File: src/rtl/core/ksi_pkg.sv
// Package with the shared types, character codes and keyword table of the keyword space inserter.
`default_nettype none
package ksi_pkg;

  localparam int unsigned WORD_MAX = 6;
  localparam int unsigned KW_COUNT = 7;
  localparam int unsigned LANES    = 8;

  localparam logic [7:0] CHAR_NL    = 8'h0A;
  localparam logic [7:0] CHAR_TAB   = 8'h09;
  localparam logic [7:0] CHAR_SPACE = 8'h20;
  localparam logic [7:0] CHAR_DQ    = 8'h22;
  localparam logic [7:0] CHAR_SQ    = 8'h27;
  localparam logic [7:0] CHAR_SLASH = 8'h2F;
  localparam logic [7:0] CHAR_BSL   = 8'h5C;
  localparam logic [7:0] CHAR_US    = 8'h5F;

  // Keyword text, first character in entry 0, unused characters zero.
  localparam logic [KW_COUNT-1:0][WORD_MAX-1:0][7:0] KW_TEXT = '{
    '{8'h00, 8'h00, 8'h00, 8'h00, 8'h6F, 8'h64},  // do
    '{8'h00, 8'h00, 8'h65, 8'h73, 8'h61, 8'h63},  // case
    '{8'h6E, 8'h72, 8'h75, 8'h74, 8'h65, 8'h72},  // return
    '{8'h68, 8'h63, 8'h74, 8'h69, 8'h77, 8'h73},  // switch
    '{8'h00, 8'h65, 8'h6C, 8'h69, 8'h68, 8'h77},  // while
    '{8'h00, 8'h00, 8'h00, 8'h72, 8'h6F, 8'h66},  // for
    '{8'h00, 8'h00, 8'h00, 8'h00, 8'h66, 8'h69}   // if
  };
  localparam logic [KW_COUNT-1:0][2:0] KW_LEN = '{
    3'd2, 3'd4, 3'd6, 3'd6, 3'd5, 3'd3, 3'd2
  };

  typedef enum logic [2:0] {
    MODE_CODE = 3'b001,
    MODE_LIT  = 3'b010,
    MODE_CMT  = 3'b100
  } lex_mode_e;

  typedef enum logic [2:0] {
    WS_NONE = 3'b001,
    WS_HELD = 3'b010,
    WS_LONG = 3'b100
  } word_status_e;

  // One burst of output bytes caused by a single input word.
  typedef struct packed {
    logic [LANES-1:0][7:0] bytes;
    logic [3:0]            count;
  } burst_t;

  function automatic logic is_word_char(input logic [7:0] c);
    return (c >= 8'h61 && c <= 8'h7A) || (c >= 8'h41 && c <= 8'h5A) ||
           (c >= 8'h30 && c <= 8'h39) || (c == CHAR_US);
  endfunction

  function automatic logic is_keyword(input logic [WORD_MAX-1:0][7:0] wbuf,
                                      input logic [2:0] len);
    logic hit;
    logic same;
    hit = 1'b0;
    for (int k = 0; k < KW_COUNT; k++) begin
      same = (KW_LEN[k] == len);
      for (int j = 0; j < WORD_MAX; j++) begin
        if ((3'(j) < len) && (KW_TEXT[k][j] != wbuf[j])) begin
          same = 1'b0;
        end
      end
      hit = hit | same;
    end
    return hit;
  endfunction

endpackage
`default_nettype wire

File: src/rtl/core/ksi_front.sv
// Front end: lexes each input word and builds the burst of output bytes it causes.
`default_nettype none
module ksi_front (
  input  wire logic          clk_i,
  input  wire logic          rst_ni,
  input  wire logic          in_valid_i,
  output logic               in_ready_o,
  input  wire logic [7:0]    line_byte_i,
  input  wire logic          end_of_line_i,
  input  wire logic          q_full_i,
  output logic               push_o,
  output ksi_pkg::burst_t    burst_o
);
  import ksi_pkg::*;

  lex_mode_e                  mode_q, mode_d;
  word_status_e               status_q, status_d;
  logic                       quote_q, quote_d;
  logic                       escape_q, escape_d;
  logic                       slash_q, slash_d;
  logic [2:0]                 len_q, len_d;
  logic [WORD_MAX-1:0][7:0]   word_q, word_d;

  logic       accept;
  logic [3:0] hlen;
  logic       sp;
  logic       tail;
  logic [7:0] tail_byte;
  logic [3:0] tail_pos;
  logic [7:0] c;

  assign c          = line_byte_i;
  assign in_ready_o = !q_full_i;
  assign accept     = in_valid_i && in_ready_o;

  always_comb begin
    mode_d    = mode_q;
    status_d  = status_q;
    quote_d   = quote_q;
    escape_d  = escape_q;
    slash_d   = slash_q;
    len_d     = len_q;
    word_d    = word_q;
    hlen      = 4'd0;
    sp        = 1'b0;
    tail      = 1'b1;
    tail_byte = c;
    if (end_of_line_i) begin
      hlen      = (status_q == WS_HELD) ? {1'b0, len_q} : 4'd0;
      tail_byte = CHAR_NL;
      mode_d    = MODE_CODE;
      status_d  = WS_NONE;
      quote_d   = 1'b0;
      escape_d  = 1'b0;
      slash_d   = 1'b0;
      len_d     = 3'd0;
    end else begin
      case (mode_q)
        MODE_LIT: begin
          if (escape_q) begin
            escape_d = 1'b0;
          end else if (c == CHAR_BSL) begin
            escape_d = 1'b1;
          end else if (c == (quote_q ? CHAR_SQ : CHAR_DQ)) begin
            mode_d = MODE_CODE;
          end
        end
        MODE_CMT: begin
          tail = 1'b1;
        end
        default: begin
          slash_d = 1'b0;
          if (slash_q && (c == CHAR_SLASH)) begin
            mode_d = MODE_CMT;
          end else if (is_word_char(c)) begin
            case (status_q)
              WS_LONG: begin
                tail = 1'b1;
              end
              WS_NONE: begin
                tail      = 1'b0;
                word_d[0] = c;
                len_d     = 3'd1;
                status_d  = WS_HELD;
              end
              default: begin
                if (len_q < 3'(WORD_MAX)) begin
                  tail          = 1'b0;
                  word_d[len_q] = c;
                  len_d         = len_q + 3'd1;
                end else begin
                  hlen     = 4'(WORD_MAX);
                  len_d    = 3'd0;
                  status_d = WS_LONG;
                end
              end
            endcase
          end else begin
            if (status_q == WS_HELD) begin
              hlen = {1'b0, len_q};
              sp   = is_keyword(word_q, len_q) && (c != CHAR_SPACE) && (c != CHAR_TAB);
            end
            status_d = WS_NONE;
            len_d    = 3'd0;
            if ((c == CHAR_DQ) || (c == CHAR_SQ)) begin
              mode_d   = MODE_LIT;
              quote_d  = (c == CHAR_SQ);
              escape_d = 1'b0;
            end else if (c == CHAR_SLASH) begin
              slash_d = 1'b1;
            end
          end
        end
      endcase
    end
  end

  assign tail_pos = hlen + {3'd0, sp};

  always_comb begin
    burst_o.bytes = '0;
    for (int i = 0; i < WORD_MAX; i++) begin
      if (4'(i) < hlen) begin
        burst_o.bytes[i] = word_q[i];
      end
    end
    for (int i = 0; i < LANES; i++) begin
      if (sp && (4'(i) == hlen)) begin
        burst_o.bytes[i] = CHAR_SPACE;
      end
      if (tail && (4'(i) == tail_pos)) begin
        burst_o.bytes[i] = tail_byte;
      end
    end
    burst_o.count = tail_pos + {3'd0, tail};
  end

  assign push_o = accept && (burst_o.count != 4'd0);

  always_ff @(posedge clk_i or negedge rst_ni) begin
    if (!rst_ni) begin
      mode_q   <= MODE_CODE;
      status_q <= WS_NONE;
      quote_q  <= 1'b0;
      escape_q <= 1'b0;
      slash_q  <= 1'b0;
      len_q    <= 3'd0;
    end else if (accept) begin
      mode_q   <= mode_d;
      status_q <= status_d;
      quote_q  <= quote_d;
      escape_q <= escape_d;
      slash_q  <= slash_d;
      len_q    <= len_d;
    end
  end

  always_ff @(posedge clk_i) begin
    if (accept) begin
      word_q <= word_d;
    end
  end

endmodule
`default_nettype wire

File: src/rtl/core/ksi_queue.sv
// Short queue of output bursts between the front end and the serializer.
`default_nettype none
module ksi_queue #(
  parameter int unsigned DEPTH = 4
) (
  input  wire logic             clk_i,
  input  wire logic             rst_ni,
  input  wire logic             push_i,
  input  wire ksi_pkg::burst_t  push_data_i,
  output logic                  full_o,
  input  wire logic             pop_i,
  output logic                  valid_o,
  output ksi_pkg::burst_t       head_o
);
  import ksi_pkg::*;

  localparam int unsigned PW = (DEPTH > 1) ? $clog2(DEPTH) : 1;
  localparam int unsigned CW = $clog2(DEPTH + 1);

  burst_t          mem_q [DEPTH];
  logic [PW-1:0]   wr_q, rd_q;
  logic [CW-1:0]   cnt_q;
  logic            do_push, do_pop;

  assign full_o  = (cnt_q == CW'(DEPTH));
  assign valid_o = (cnt_q != '0);
  assign head_o  = mem_q[rd_q];
  assign do_push = push_i && !full_o;
  assign do_pop  = pop_i && valid_o;

  always_ff @(posedge clk_i or negedge rst_ni) begin
    if (!rst_ni) begin
      wr_q  <= '0;
      rd_q  <= '0;
      cnt_q <= '0;
    end else begin
      if (do_push) begin
        wr_q <= (wr_q == PW'(DEPTH - 1)) ? '0 : wr_q + PW'(1);
      end
      if (do_pop) begin
        rd_q <= (rd_q == PW'(DEPTH - 1)) ? '0 : rd_q + PW'(1);
      end
      if (do_push && !do_pop) begin
        cnt_q <= cnt_q + CW'(1);
      end else if (do_pop && !do_push) begin
        cnt_q <= cnt_q - CW'(1);
      end
    end
  end

  always_ff @(posedge clk_i) begin
    if (do_push) begin
      mem_q[wr_q] <= push_data_i;
    end
  end

endmodule
`default_nettype wire

File: src/rtl/core/ksi_back.sv
// Back end: serializes the burst at the head of the queue one output word per cycle while out_ready_i is high.
`default_nettype none
module ksi_back (
  input  wire logic             clk_i,
  input  wire logic             rst_ni,
  input  wire logic             head_valid_i,
  input  wire ksi_pkg::burst_t  head_i,
  output logic                  pop_o,
  output logic                  out_valid_o,
  input  wire logic             out_ready_i,
  output logic [7:0]            out_byte_o,
  output logic                  out_last_o
);
  import ksi_pkg::*;

  logic [2:0] idx_q, idx_d;
  logic       take;

  assign out_valid_o = head_valid_i;
  assign out_byte_o  = head_i.bytes[idx_q];
  assign out_last_o  = ({1'b0, idx_q} == (head_i.count - 4'd1));
  assign take        = out_valid_o && out_ready_i;
  assign pop_o       = take && out_last_o;

  always_comb begin
    idx_d = idx_q;
    if (take) begin
      idx_d = out_last_o ? 3'd0 : idx_q + 3'd1;
    end
  end

  always_ff @(posedge clk_i or negedge rst_ni) begin
    if (!rst_ni) begin
      idx_q <= 3'd0;
    end else begin
      idx_q <= idx_d;
    end
  end

endmodule
`default_nettype wire

File: src/rtl/core/keyword_space_inserter_top.sv
// Top level of the keyword space inserter: front end, burst queue and serializer.
//
//  Channel  Signals                                     Direction
//  in       in_valid_i, in_ready_o, line_byte_i,        into block
//           end_of_line_i
//  out      out_valid_o, out_ready_i, out_byte_o,       out of block
//           out_last_o
//
// The front end takes one input word per cycle while the burst queue has room.
// An input word causes zero to eight output words, sent one per cycle by the serializer while out_ready_i is high.
// With the queue empty, the first output word of a burst appears the cycle after its input word is taken.
// Reset clears the lexer state and empties the queue; no clearing pass is needed.
// Output stalls fill the queue of QUEUE_DEPTH bursts before the input side stalls.
`default_nettype none
module keyword_space_inserter_top #(
  parameter int unsigned QUEUE_DEPTH = 4
) (
  input  wire logic       clk_i,
  input  wire logic       rst_ni,
  input  wire logic       in_valid_i,
  output logic            in_ready_o,
  input  wire logic [7:0] line_byte_i,
  input  wire logic       end_of_line_i,
  output logic            out_valid_o,
  input  wire logic       out_ready_i,
  output logic [7:0]      out_byte_o,
  output logic            out_last_o
);
  import ksi_pkg::*;

  burst_t push_burst;
  burst_t head_burst;
  logic   push;
  logic   q_full;
  logic   q_valid;
  logic   pop;

  ksi_front u_front (
    .clk_i         (clk_i),
    .rst_ni        (rst_ni),
    .in_valid_i    (in_valid_i),
    .in_ready_o    (in_ready_o),
    .line_byte_i   (line_byte_i),
    .end_of_line_i (end_of_line_i),
    .q_full_i      (q_full),
    .push_o        (push),
    .burst_o       (push_burst)
  );

  ksi_queue #(
    .DEPTH (QUEUE_DEPTH)
  ) u_queue (
    .clk_i       (clk_i),
    .rst_ni      (rst_ni),
    .push_i      (push),
    .push_data_i (push_burst),
    .full_o      (q_full),
    .pop_i       (pop),
    .valid_o     (q_valid),
    .head_o      (head_burst)
  );

  ksi_back u_back (
    .clk_i        (clk_i),
    .rst_ni       (rst_ni),
    .head_valid_i (q_valid),
    .head_i       (head_burst),
    .pop_o        (pop),
    .out_valid_o  (out_valid_o),
    .out_ready_i  (out_ready_i),
    .out_byte_o   (out_byte_o),
    .out_last_o   (out_last_o)
  );

endmodule
`default_nettype wire

File: config.mk
export PLATFORM = sky130hd
export DESIGN_NAME = keyword_space_inserter_top
export DESIGN_NICKNAME = d
export VERILOG_FILES = /design/src/rtl/core/ksi_pkg.sv /design/src/rtl/core/ksi_front.sv /design/src/rtl/core/ksi_queue.sv /design/src/rtl/core/ksi_back.sv /design/src/rtl/core/keyword_space_inserter_top.sv
export SDC_FILE = /design/constraint.sdc
export NUM_CORES = 1
export LEC_CHECK = 0
export BUFFER_PORTS_ARGS = -buffer_cell sky130_fd_sc_hd__buf_2
export CORE_ASPECT_RATIO = 0.75
export CORE_UTILIZATION = 40
export CTS_CLUSTER_DIAMETER = 200
export DETAILED_ROUTE_END_ITERATION = 7
export GPL_TIMING_DRIVEN = 1
export HOLD_SLACK_MARGIN = 0.1
export PLACE_DENSITY = 0.63
export SLEW_MARGIN = 10
export SYNTH_ARGS = -nofsm -noshare
export SYNTH_HDL_FRONTEND = slang
export SYNTH_SLANG_ARGS = --single-unit
File: constraint.sdc
create_clock -name clk_i -period 10.1 [get_ports clk_i]
set_input_delay 0.505 -clock clk_i [delete_from_list [all_inputs] [get_ports clk_i]]
set_output_delay 0.505 -clock clk_i [all_outputs]
set_load 0.005 [all_outputs]
# [Yosys cells after proc, flatten, opt, wreduce, memory -nomap -nowiden]
# Memories as Yosys holds them, arrays and structs flattened.
# Cells that the tools add are included.
[totals] ff_bits=70 ram_bits=272 input_bits=13 out_inout_bits=11 word_cells=395 mem_count=1
[mem_list] memory="u_queue.mem_q" depth=4 word_bits=68 rd=1 rd_ports_with_merged_regs=0 write_ports=1 line="ksi_queue.sv:20" rtl="burst_t mem_q [DEPTH];"
[op_classes] add_sub_neg=9 order_cmp=22 eq_ne=74 mux=171 n_bitwise=11 n_reduce_logical=91
[op_table] operator="inequality test 7 x 8 -> 1 bit, first input constant" count=26
[op_table] operator="2-to-1 mux 8 bit" count=24
[op_table] operator="2-to-1 mux 1 bit" count=106
[op_table] operator="2-to-1 mux 3 bit" count=23
[op_table] operator="logical AND 1 bit" count=61
[op_table] operator="bitwise mux 48 bit" count=1
[op_table] operator="equality test 3 x 4 -> 1 bit, first input constant" count=8
[op_table] operator="nonzero test 8 bit" count=4
[op_table] operator="binary-select mux 8 bit (select 3 bit)" count=1
[op_table] operator="demux 8 bit (select 3 bit)" count=1
[op_table] operator="equality test 8 x 6 -> 1 bit, second input constant" count=3
[op_table] operator="AND reduction 7 bit" count=3
[op_table] operator="2-to-1 mux 4 bit" count=5
[op_table] operator="one-hot mux 3 bit (2 select lines)" count=3
[op_table] operator="equality test 2 x 4 -> 1 bit, first input constant" count=4
[op_table] operator="equality test 8 x 7 -> 1 bit, second input constant" count=2
[op_table] operator="greater-or-equal comparator 8 x 7 -> 1 bit, second input constant" count=2
[op_table] operator="less-or-equal comparator 8 x 7 -> 1 bit, second input constant" count=2
[op_table] operator="one-hot mux 8 bit (2 select lines)" count=1
[op_table] operator="inequality test 3 bit, second input constant" count=5
[op_table] operator="AND reduction 5 bit" count=3
[op_table] operator="2-to-1 mux 6 bit" count=2
[op_table] operator="adder 3 x 1 -> 3 bit, second input constant" count=3
[op_table] operator="equality test 3 bit, first input constant" count=3
[op_table] operator="43 further kinds" count=82

# [Depth between registers and ports, before layout]
[depth] ltp_word=35 mapped_depth=21

# [Hierarchy]
# Synthesis repeated with hierarchy kept, for this count alone.
[unflattened] cells_unflattened=916 hier_area_um2=15557.4
[by_module_without_submodules] module="ksi_queue" n_inst=1 cells_each=393 area_per_inst_um2=10351.2 seq_area_each_um2=8343.0
[by_module_without_submodules] module="ksi_front" n_inst=1 cells_each=465 area_per_inst_um2=4398.0 seq_area_each_um2=1744.2
[by_module_without_submodules] module="ksi_back" n_inst=1 cells_each=58 area_per_inst_um2=808.3 seq_area_each_um2=75.1

# [Worst setup path after synthesis]
# OpenSTA, ideal clock, no wires.
[synth_timing] kind="reg-to-reg" startpoint="reg u_front.word_q[17] (netlist name)" endpoint="mem u_queue.mem_q[0][0] (netlist name) (enable)" setup_ns=0.503 arrival_ns=6.548 t_required_ns=9.597 path_slack_ns=3.049 path_stages_with_launch=14 path_buffers=0 period_less_slack_ns=7.051 path_cell_list="edfxtp_1 -> or4_1 -> nor4_1 -> a32oi_1 -> nor4_2 -> o211ai_1 -> a31oi_4 -> ha_1 -> ha_1 -> ha_1 -> o21ai_0 -> nor4b_1 -> o32a_2 -> nor2b_1"
[synth_rtl] item="start, declared" line="ksi_front.sv:22" rtl="logic [WORD_MAX-1:0][7:0] word_q, word_d;"
[synth_rtl] item="start signal, assigned" line="ksi_front.sv:160" rtl="word_q <= word_d;"
[synth_rtl] item="end, declared" line="ksi_queue.sv:20"

==> results.toml <==
[run_status]
status = "finished clean"

[timing]
final_hold_viol_count = 0
post-route-period-util_pct = 57.1
fin_ws_ps = 4330
fmax_mhz = 173
timing.hold.ws_ps = 255
fin_setup_tns_ps = 0
rsz0062_at_grt = "false"
setup_viol = 0
fin_skew_ps = 29.4
min_period_ps = 5770
maxSlewHeadroom_pct = 18.1
worst_pin_slew_ps = 1220
timing.final.max_slew_violations = 0

[clock_tree]
clk_latency_ps = 540
cts_root_buf = "clkbuf_16"
cts_setup_buffers = 0
path_clk_slew_ps = 60
cts_tree = "yes"
cts_resized = 0
cts_buffers = 34
htree_levels = 2
clockBufferDepth = 3
cts.sinks = 342

[synth]
synth_cells = 918
synth_edf_count = 320
ys.warnings.count = 0
synth_common_cells = "edfxtp_1 (320), mux4_2 (83), nand2_1 (68)"
yosysMostFrequentCell = "edfxtp_1"
yosys.area.top_type = "edfxtp_1"
synth_cell_types = 81
syn_nets = 947
synth_ff_type = "edfxtp_1"
syn_avg_cell_area_um2 = 16.6
netlist_area_um2 = 15300
ys_seq_area_share_pct = 66.6
ys_ff_latch = 342
async_reset_ff_share_pct = 6.43
synth.top_cell.area_share_pct = 63.0
ys_top_cells_by_area = "edfxtp_1 (63%), mux4_2 (12%), dfrtp_1 (3.3%), mux2i_1 (3.0%), nand2_1 (1.7%)"

[drt]
ant_nets = 0
viasPerCell = 5.80
vias = 8538
dr.pass1.iters = 5
first_iter_violations = 835
drc = 0
drt_wl_total_um = 36500
wl_per_cell_um = 24.8

[global_route]
grt_start_max_net_pins = 60
grt_antenna_before_repair = 0
grt_pass1_wl_um = 54400
grt_usage_pct = 19.3
grt_pass1_vias = 8247
overflow = 0

[setup_path]
cp_slowest_cell = "buf_4"
crit_cells = 15
cp-start-kind = "flop"
r2r_cells = 15
path_class = "flop to flop"
cpMostUsedCell = "ha_1"
crit_start = "u_front.word_q[0]"
critPathArrivalTime_ps = 5920
worstPathMaxFanout = 54
worstPathRequired_ps = 10250
r2r-end = "u_queue.mem_q[2][39]"
end_kind = "flop"
rrSetupSlack_ps = 4330
r2r_start = "u_front.word_q[0]"
cp_cell_sequence = "or4bb_1 -> nor3_1 -> a32oi_1 -> nor4_2 -> o211ai_1 -> a31oi_4 -> ha_1 -> ha_1 -> ha_1 -> o21ai_0 -> nand3_1 -> nor2_1 -> o32a_2 -> nor2b_4 -> buf_4"
cp_num_buf_inv = 1
critPathTopFamily = "simple AND/OR/NAND/NOR gates"
max_stage_delay_ps = 730

[floorplanning]
io_pins = 24
core_um2 = 37300
die_x_um = 228
initial_core_util_pct = 40.9
fp.dieH_um = 171
row_count = 61
die-area_um2 = 38900

[worst_hold_path]
hold_depth = 3
hold_end = "u_back.idx_q[2]"
min_path_type = "input port to flop"
hp-start = "out_ready_i"

[finish]
final_cells = 1473
fillers = 3203
nNetsFinal = 975
drive_above_1_share_pct = 20.9
antenna_cells = 0
syn2layout_area_growth_pct = 11.8

[power_and_ir_drop]
finalPower_mw = 4.26
p_per_area_nw_per_um2 = 250
leakagePower_nw = 5.71
ir_drop_mv = 0.0992

[placed_design]
place_inst = 1413
dp_slack_ps = 4370
dp_hpwl_um = 24100
gp_congestion = 0.969
portBuffers = 23

[flow_run]
max-cap-violations = 0
metrics by stage:
step / util [%] / cell area (um2)
after floorplan: - / 15300
after global placement: 42.6 / 15900
after detailed placement: 42.6 / 15900
after CTS: 45.7 / 17100
after global routing: 45.7 / 17100
final: 45.7 / 17100
where the power goes:
group / internal [mW] / switching, mW / total (mW)
registers: 1.80 / 0.133 / 1.93
clock network: 0.766 / 0.530 / 1.30
logic: 0.534 / 0.497 / 1.03
worst max-delay path by stage:
stage	endpoint	slack, ps
2_1_floorplan	u_queue.mem_q[0][0]	3050
3_3_place_gp	u_queue.mem_q[2][61]	4480
3_5_place_dp	u_queue.mem_q[2][62]	4370
4_1_cts	u_queue.mem_q[2][67]	4330
5_1_grt	u_queue.mem_q[2][39]	4010
6_report	u_queue.mem_q[2][39]	4330
timing repair:
action                                 4_1_cts  5_1_grt
setup endpoints to repair                    0        0
endpoints found under the hold margin       20        0
hold buffers                                 1        0
layout make-up:
cell class / instances / area, um2 / share of cell area, %
timing repair buffer: 34 / 200 / 1.17
inverter: 15 / 56.3 / 0.330
clock inverter: 15 / 215 / 1.26
tap: 504 / 631 / 3.70
sequential: 342 / 10200 / 59.6
clock buffer: 44 / 910 / 5.33
multi-input combinational: 519 / 4870 / 28.6
flip-flops by register name (all words and copies together), names as in the netlist:
name / flops
u_queue.mem_q: 272
u_front.mode_q: 3
u_front.status_q: 3
u_front.quote_q: 1
u_front.escape_q: 1
u_queue.wr_q: 2
u_front.len_q: 3
u_back.idx_q: 3
u_front.word_q: 48
u_queue.cnt_q: 3
u_queue.rd_q: 2
u_front.slash_q: 1
routing by layer:
layer	part of all wire, %	vias to the layer above	track usage (%)
met2	41	346	26.3
li1	-	3740	-
met3	9.5	44	4.83
met4	1.7	0	4.32
met5	0	-	0
met1	48	4408	30.6
cell families after synthesis:
group / Yosys count / synth area share, %
buf+inv: 57 / 1.67
simple gates: 258 / 9.12
xor+xnor: 13 / 0.746
compound gates: 88 / 4.04
mux: 144 / 16.5
fa+ha+maj: 16 / 1.36
flops: 342 / 66.6
cell usage in the layout, fill, tap and decap left out, types with 5 or more instances in the layout:
cell type,count
nand4_1,10
mux2_2,12
mux2i_1,46
ha_1,15
nor4_1,5
dfrtp_1,18
nor3_1,19
o2bb2ai_1,7
nand2b_1,9
clkbuf_1,9
bufinv_16,5
nand2_1,68
a21o_1,5
buf_2,23
nor2_1,56
xor2_1,6
buf_4,10
a21oi_1,7
clkinv_1,6
o21ai_0,25
o22ai_1,5
or4_1,6
clkbuf_16,35
edfxtp_1,320
inv_1,13
nor2b_1,11
nand3_1,17
mux4_2,83
xnor2_1,7
worst register-to-register path: cells and delay by family, from the launching register on:
family	cells	cell delay (ps)
and+or+nand+nor	6	1710
AOI/OAI and AO/OA	5	1290
adders and majority gates	3	1000
buffers and inverters	1	740
DFF	1	580
Note: power is estimated with default switching activity, not from simulation.
